[src/design/fmb_pkg.sv]
`default_nettype none
package fmb_pkg;

  localparam logic [7:0] SYNC_FIRST  = 8'hB5;
  localparam logic [7:0] SYNC_SECOND = 8'h62;

  localparam logic OP_HEADER  = 1'b0;
  localparam logic OP_PAYLOAD = 1'b1;

  // A header expands to at most eight bytes: sync, sync, class, id, len lo,
  // len hi, and the two checksum bytes when the length is zero.
  localparam int BURST_DEPTH = 8;
  localparam int BURST_IDX_W = $clog2(BURST_DEPTH);

  localparam logic [BURST_IDX_W-1:0] LAST_HEADER_OPEN   = BURST_IDX_W'(5);
  localparam logic [BURST_IDX_W-1:0] LAST_HEADER_CLOSED = BURST_IDX_W'(7);
  localparam logic [BURST_IDX_W-1:0] LAST_PAYLOAD_OPEN  = BURST_IDX_W'(0);
  localparam logic [BURST_IDX_W-1:0] LAST_PAYLOAD_CLOSED = BURST_IDX_W'(2);

  typedef logic [7:0] byte_t;

endpackage
`default_nettype wire

[src/design/framed_message_builder_fletcher8.sv]
`default_nettype none
// Frame builder with an 8-bit Fletcher checksum. A header beat (opcode 0)
// produces the sync bytes 0xB5 0x62, class, id, length low and length high
// on the byte output; with a zero length the two checksum bytes and the end
// mark follow at once. A payload beat (opcode 1) produces its byte, and the
// last one of a frame also produces checksum A and checksum B, with
// frame_end set on B. Payload beats outside a frame are taken and dropped,
// and a header abandons any open frame. The output side moves one byte per
// cycle through a single output register while out_stall is low, so each
// beat holds the input until the last of its bytes is handed over (six or
// eight for a header); a dropped beat produces no bytes and does not hold it.
// in_stall is driven combinationally from out_stall so that the next beat
// is taken in the cycle the current burst hands over its last byte.
module framed_message_builder_fletcher8 (
  input  wire logic               clk,
  input  wire logic               rst,
  input  wire logic               in_valid,
  output logic                    in_stall,
  input  wire logic               opcode,
  input  wire logic [7:0]         msg_class,
  input  wire logic [7:0]         msg_id,
  input  wire logic [15:0]        payload_length,
  input  wire logic [7:0]         payload_byte,
  output logic                    out_valid,
  input  wire logic               out_stall,
  output fmb_pkg::byte_t          tx_byte,
  output logic                    frame_end
);
  import fmb_pkg::*;

  typedef logic [BURST_IDX_W-1:0] idx_t;

  // Running frame state.
  byte_t       sum_a;
  byte_t       sum_b;
  logic [15:0] bytes_left;
  logic        in_frame;

  // Burst of output bytes produced by the beat most recently taken.
  byte_t burst_bytes [BURST_DEPTH];
  logic  burst_active;
  logic  burst_close;
  idx_t  burst_last;
  idx_t  idx;

  logic  in_acc;
  logic  move;
  logic  is_last;

  // Next values computed from the incoming beat.
  byte_t       sum_a_next;
  byte_t       sum_b_next;
  logic [15:0] bytes_left_next;
  logic        in_frame_next;
  logic        emits;
  logic        close;
  idx_t        last_next;
  byte_t       load_bytes [BURST_DEPTH];

  byte_t       ha1, ha2, ha3, ha4;
  byte_t       hb1, hb2, hb3, hb4;
  byte_t       pa, pb;
  logic [15:0] left_dec;

  assign is_last  = (idx == burst_last);
  assign move     = burst_active && (!out_valid || !out_stall);
  assign in_stall = burst_active && !(move && is_last);
  assign in_acc   = in_valid && !in_stall;

  always_comb begin
    // Header checksum: four dependent byte steps.
    ha1 = msg_class;
    hb1 = msg_class;
    ha2 = ha1 + msg_id;
    hb2 = hb1 + ha2;
    ha3 = ha2 + payload_length[7:0];
    hb3 = hb2 + ha3;
    ha4 = ha3 + payload_length[15:8];
    hb4 = hb3 + ha4;

    pa = sum_a + payload_byte;
    pb = sum_b + pa;
    left_dec = (bytes_left != 16'd0) ? bytes_left - 16'd1 : bytes_left;

    for (int i = 0; i < BURST_DEPTH; i++) begin
      load_bytes[i] = 8'h00;
    end

    sum_a_next      = sum_a;
    sum_b_next      = sum_b;
    bytes_left_next = bytes_left;
    in_frame_next   = in_frame;
    emits           = 1'b0;
    close           = 1'b0;
    last_next       = LAST_PAYLOAD_OPEN;

    case (opcode)
      OP_HEADER: begin
        close         = (payload_length == 16'd0);
        emits         = 1'b1;
        sum_a_next    = ha4;
        sum_b_next    = hb4;
        load_bytes[0] = SYNC_FIRST;
        load_bytes[1] = SYNC_SECOND;
        load_bytes[2] = msg_class;
        load_bytes[3] = msg_id;
        load_bytes[4] = payload_length[7:0];
        load_bytes[5] = payload_length[15:8];
        load_bytes[6] = ha4;
        load_bytes[7] = hb4;
        last_next       = close ? LAST_HEADER_CLOSED : LAST_HEADER_OPEN;
        bytes_left_next = payload_length;
        in_frame_next   = !close;
      end
      OP_PAYLOAD: begin
        if (in_frame) begin
          close           = (left_dec == 16'd0);
          emits           = 1'b1;
          sum_a_next      = pa;
          sum_b_next      = pb;
          load_bytes[0]   = payload_byte;
          load_bytes[1]   = pa;
          load_bytes[2]   = pb;
          last_next       = close ? LAST_PAYLOAD_CLOSED : LAST_PAYLOAD_OPEN;
          bytes_left_next = left_dec;
          in_frame_next   = !close;
        end
      end
      default: begin
        emits = 1'b0;
      end
    endcase
  end

  always_ff @(posedge clk) begin
    if (rst) begin
      sum_a        <= 8'h00;
      sum_b        <= 8'h00;
      bytes_left   <= 16'd0;
      in_frame     <= 1'b0;
      burst_active <= 1'b0;
      idx          <= '0;
      out_valid    <= 1'b0;
    end else begin
      if (move) begin
        out_valid <= 1'b1;
      end else if (!out_stall) begin
        out_valid <= 1'b0;
      end

      // A beat is only taken while the burst hands over its last byte,
      // so a new load always wins over the index step.
      if (in_acc) begin
        burst_active <= emits;
        idx          <= '0;
        sum_a        <= sum_a_next;
        sum_b        <= sum_b_next;
        bytes_left   <= bytes_left_next;
        in_frame     <= in_frame_next;
      end else if (move) begin
        if (is_last) begin
          burst_active <= 1'b0;
        end else begin
          idx <= idx + idx_t'(1);
        end
      end
    end
  end

  always_ff @(posedge clk) begin
    if (move) begin
      tx_byte   <= burst_bytes[idx];
      frame_end <= burst_close && is_last;
    end
    if (in_acc) begin
      burst_bytes <= load_bytes;
      burst_close <= close;
      burst_last  <= last_next;
    end
  end

  a_frame_has_bytes_left: assert property (@(posedge clk) disable iff (rst)
    in_frame |-> bytes_left != 16'd0)
    else $error("open frame with no payload bytes left");

  a_header_burst_len: assert property (@(posedge clk) disable iff (rst)
    in_acc && opcode == OP_HEADER |=> burst_active &&
      (burst_last == LAST_HEADER_OPEN || burst_last == LAST_HEADER_CLOSED))
    else $error("header beat did not start a six or eight byte burst");

  a_idx_in_burst: assert property (@(posedge clk) disable iff (rst)
    burst_active |-> idx <= burst_last)
    else $error("burst index ran past the last byte");

endmodule
`default_nettype wire

[config.mk]
export PLATFORM = sky130hd
export DESIGN_NAME = framed_message_builder_fletcher8
export DESIGN_NICKNAME = d
export VERILOG_FILES = /design/src/design/fmb_pkg.sv /design/src/design/framed_message_builder_fletcher8.sv
export SDC_FILE = /design/constraint.sdc
export NUM_CORES = 1
export LEC_CHECK = 0
export BUFFER_PORTS_ARGS = -buffer_cell sky130_fd_sc_hd__buf_4
export CAP_MARGIN = 20
export CELL_PAD_IN_SITES_DETAIL_PLACEMENT = 0
export CELL_PAD_IN_SITES_GLOBAL_PLACEMENT = 1
export CORE_ASPECT_RATIO = 0.9
export CORE_UTILIZATION = 52
export CTS_CLUSTER_SIZE = 16
export DETAILED_ROUTE_END_ITERATION = 16
export HOLD_SLACK_MARGIN = 0.02
export PLACE_DENSITY_LB_ADDON = 0.1
export SKIP_CTS_REPAIR_TIMING = 1
export SYNTH_ARGS = -nofsm -noshare
export SYNTH_HDL_FRONTEND = slang
export SYNTH_SLANG_ARGS = --single-unit
[constraint.sdc]
create_clock -name clk -period 15.21 [get_ports clk]
set_input_delay 1.521 -clock clk [delete_from_list [all_inputs] [get_ports clk]]
set_output_delay 1.521 -clock clk [all_outputs]
set_load 0.05 [all_outputs]
==> results.toml <==
[outcome]
outcome = "finished, final reports clean"

[worst_setup_path]
crit_path_cell_trace = "buf_4 > ha_1 > fa_1 > xor2_1 > ha_1 > a21o_1 > a21oi_1 > xnor2_1 > ha_1 > and3_1 > a221o_1 > nor2_1 > xor2_1 > fa_1 > inv_1 > ha_1 > o21a_1 > o31a_1 > o32ai_1 > a311oi_1 > xnor3_1 > nand2_1 > inv_1"
r2r-end = "bytes_left[10]"
reg2reg_from = "idx[1]"
cpMaxStageDelayCell = "fa_1"
critPathArrivalTime_ps = 6650
crit_fanout = 5
cp_top_family = "adder cells"
path_depth = 23
path_class = "in -> reg"
r2r_cells = 9
required_ps = 15390
cp-endpoint = "burst_bytes[7]"
cp-start-kind = "input port"
max_stage_delay_ps = 540
cp-startpoint = "msg_class[0]"
worst_path_most_repeated_cell = "ha_1"
worst-r2r-setup-slack_ps = 11170
cp-end-kind = "flip-flop"
cp_num_buf_inv = 3

[clocking]
clockRootBuffer = "clkbuf_16"
clock_latency_ps = 420
cts_tree = "done"
cts.sinks = 113
cts-buffers-inserted = 17
cts_max_path_buffers = 2
htree_levels = 4
clk_pin_slew_worst_paths_ps = 60

[timing]
finalSetupViolCount = 0
maxSlewHeadroom_pct = 27.82
fin_worst_skew_ps = 8.443
rsz0062_at_grt = "false"
worst_pin_slew_ps = 1081
fmax_ghz = 0.1545
hold_violations = 0
period_needed_ps = 6474
tns_ps = 0
drv_slew = 0
setup_slack_ps = 8736
finalCritPeriodShare_pct = 42.56

[placed_design]
place_area_sq_um = 7866
place.gp.congestion = 0.8739
hpwl_microns = 13880
dpl.cell_count = 906
port_buffers = 55
dp_slack_ps = 8374

[global_routing]
grt_max_degree = 74
gr-usage-met2_pct = 40.40
grt_pass1_wl_microns = 29700
grt_busiest_layer = "met1"
use_met1_pct = 41.58
antenna_found_initial = 0
track_usage_pct = 27.49
grtUsageMet3_pct = 4.579
overflow = 0
grt_pass1_vias = 5330

[layout]
nNetsFinal = 867
finalNonFillerCells = 939
mostFrequentLayoutCells = "edfxtp_1 (75), nor2_1 (67), buf_4 (62)"
syn2layout_area_growth_pct = 15.87
antenna_cells = 0
fin_area_sq_um = 8477
drive_gt1_share_pct = 16.99
final_common_cell = "edfxtp_1"
fillCellCount = 1094

[detailed_routing]
num_vias = 5652
drc = 0
dr.pass1.iters = 5
ant_nets = 0
wl_per_cell_microns = 20.04
routed_wl_microns = 18820
drt_iter0_markers = 490
vias_per_cell = 6.019

[die]
die_h_microns = 114.5
io_pins = 56
die_x_microns = 127.0
num_rows = 40
start_util_pct = 54.14
die_area_sq_um = 14550
fp.coreArea_sq_um = 13510

[logic_synthesis]
syn_nets = 817
synth_area_sq_um = 7316
ys_seq_elements = 113
synthCells = 708
synth_edf_count = 75
ys_seq_area_share_pct = 41.18
syn_area_per_cell_sq_um = 10.33
async_reset_ff_share_pct = 0
ys_warn_count = 0
yosys_most_used_dff = "edfxtp_1"
synth.distinct_cells = 67

[power_and_ir_drop]
total_power_mw = 1.525
power.density_nw_per_um2 = 180.0
p_leak_nw = 3.414
ir_drop_mv = 0.1008

[worst_hold_path]
hold_path_class = "reg -> reg"

[job]
cap_violations = 0
stage by stage:
step                utilization (%)  hold WS [ps]
floorplan                         -         436.2
global placement              58.21         447.7
detailed placement            58.21         457.0
CTS                           62.68         466.3
global route                  62.73         488.0
finish                        62.73         474.1
cells in the mapped netlist, drive strengths merged, types with 17 or more instances:
cell type  count  area share (%)
a21oi         40             2.7
clkbuf        21             1.1
dfxtp         38              10
edfxtp        75              31
fa            18             4.9
ha            46             7.9
inv           42             2.2
nand2         41             2.1
nand3         17             1.2
nor2          67             3.4
nor2b         34             2.9
nor3          25             1.9
o21ai         31             2.1
xnor2         27             3.2
xor2          19             2.3
per-layer routing:
metal | vias up | share of wire (%)
met5 | - | 0
li1 | 2688 | -
met2 | 184 | 43
met4 | 0 | 1.7
met1 | 2761 | 49
met3 | 19 | 5.9
tightest hold or removal path, cell delays in order (launching register included):
cell	delay, ps
dfxtp_1	320
nand2_1	60
a21oi_1	50
cells by family after synthesis:
kind of cell	synth area share [%]
flip-flops	41.18
AO/OA/AOI/OAI	13.68
buffers and inverters	3.968
XOR/XNOR	5.815
adder cells (fa/ha/maj)	12.79
AND/OR/NAND/NOR	15.97
multiplexers	6.585
worst min path at each step:
stage / startpoint / endpoint / cells past startpoint
2_1_floorplan: sum_b[2] / sum_b[2] / 2
3_3_place_gp: sum_b[2] / sum_b[2] / 2
3_5_place_dp: sum_b[2] / sum_b[2] / 2
4_1_cts: sum_b[2] / sum_b[2] / 2
5_1_grt: sum_b[2] / sum_b[2] / 2
6_report: sum_b[2] / sum_b[2] / 2
registers in the layout, summed over array words and instances, names as in the netlist:
signal	cells
tx_byte	8
idx	3
burst_bytes	64
burst_last	2
frame_end	1
out_valid	1
bytes_left	16
in_frame	1
burst_active	1
sum_a	8
sum_b	8
report_power, final:
group,switching [mW],internal (mW)
sequential,0.0209,0.389
clock,0.150,0.245
combinational,0.405,0.315
total,0.576,0.949
area by class of cell:
| cell class | instances | area (sq um) | area share (%) |
|---|---|---|---|
| Clock buffer | 22 | 518.0 | 6.111 |
| Clock inverter | 10 | 85.08 | 1.004 |
| Inverter | 42 | 157.7 | 1.860 |
| Multi-Input combinational cell | 522 | 4028 | 47.51 |
| Sequential cell | 113 | 3013 | 35.54 |
| Tap cell | 168 | 210.2 | 2.480 |
| Timing Repair Buffer | 62 | 465.4 | 5.491 |
Note: power is estimated with default switching activity, not from simulation.
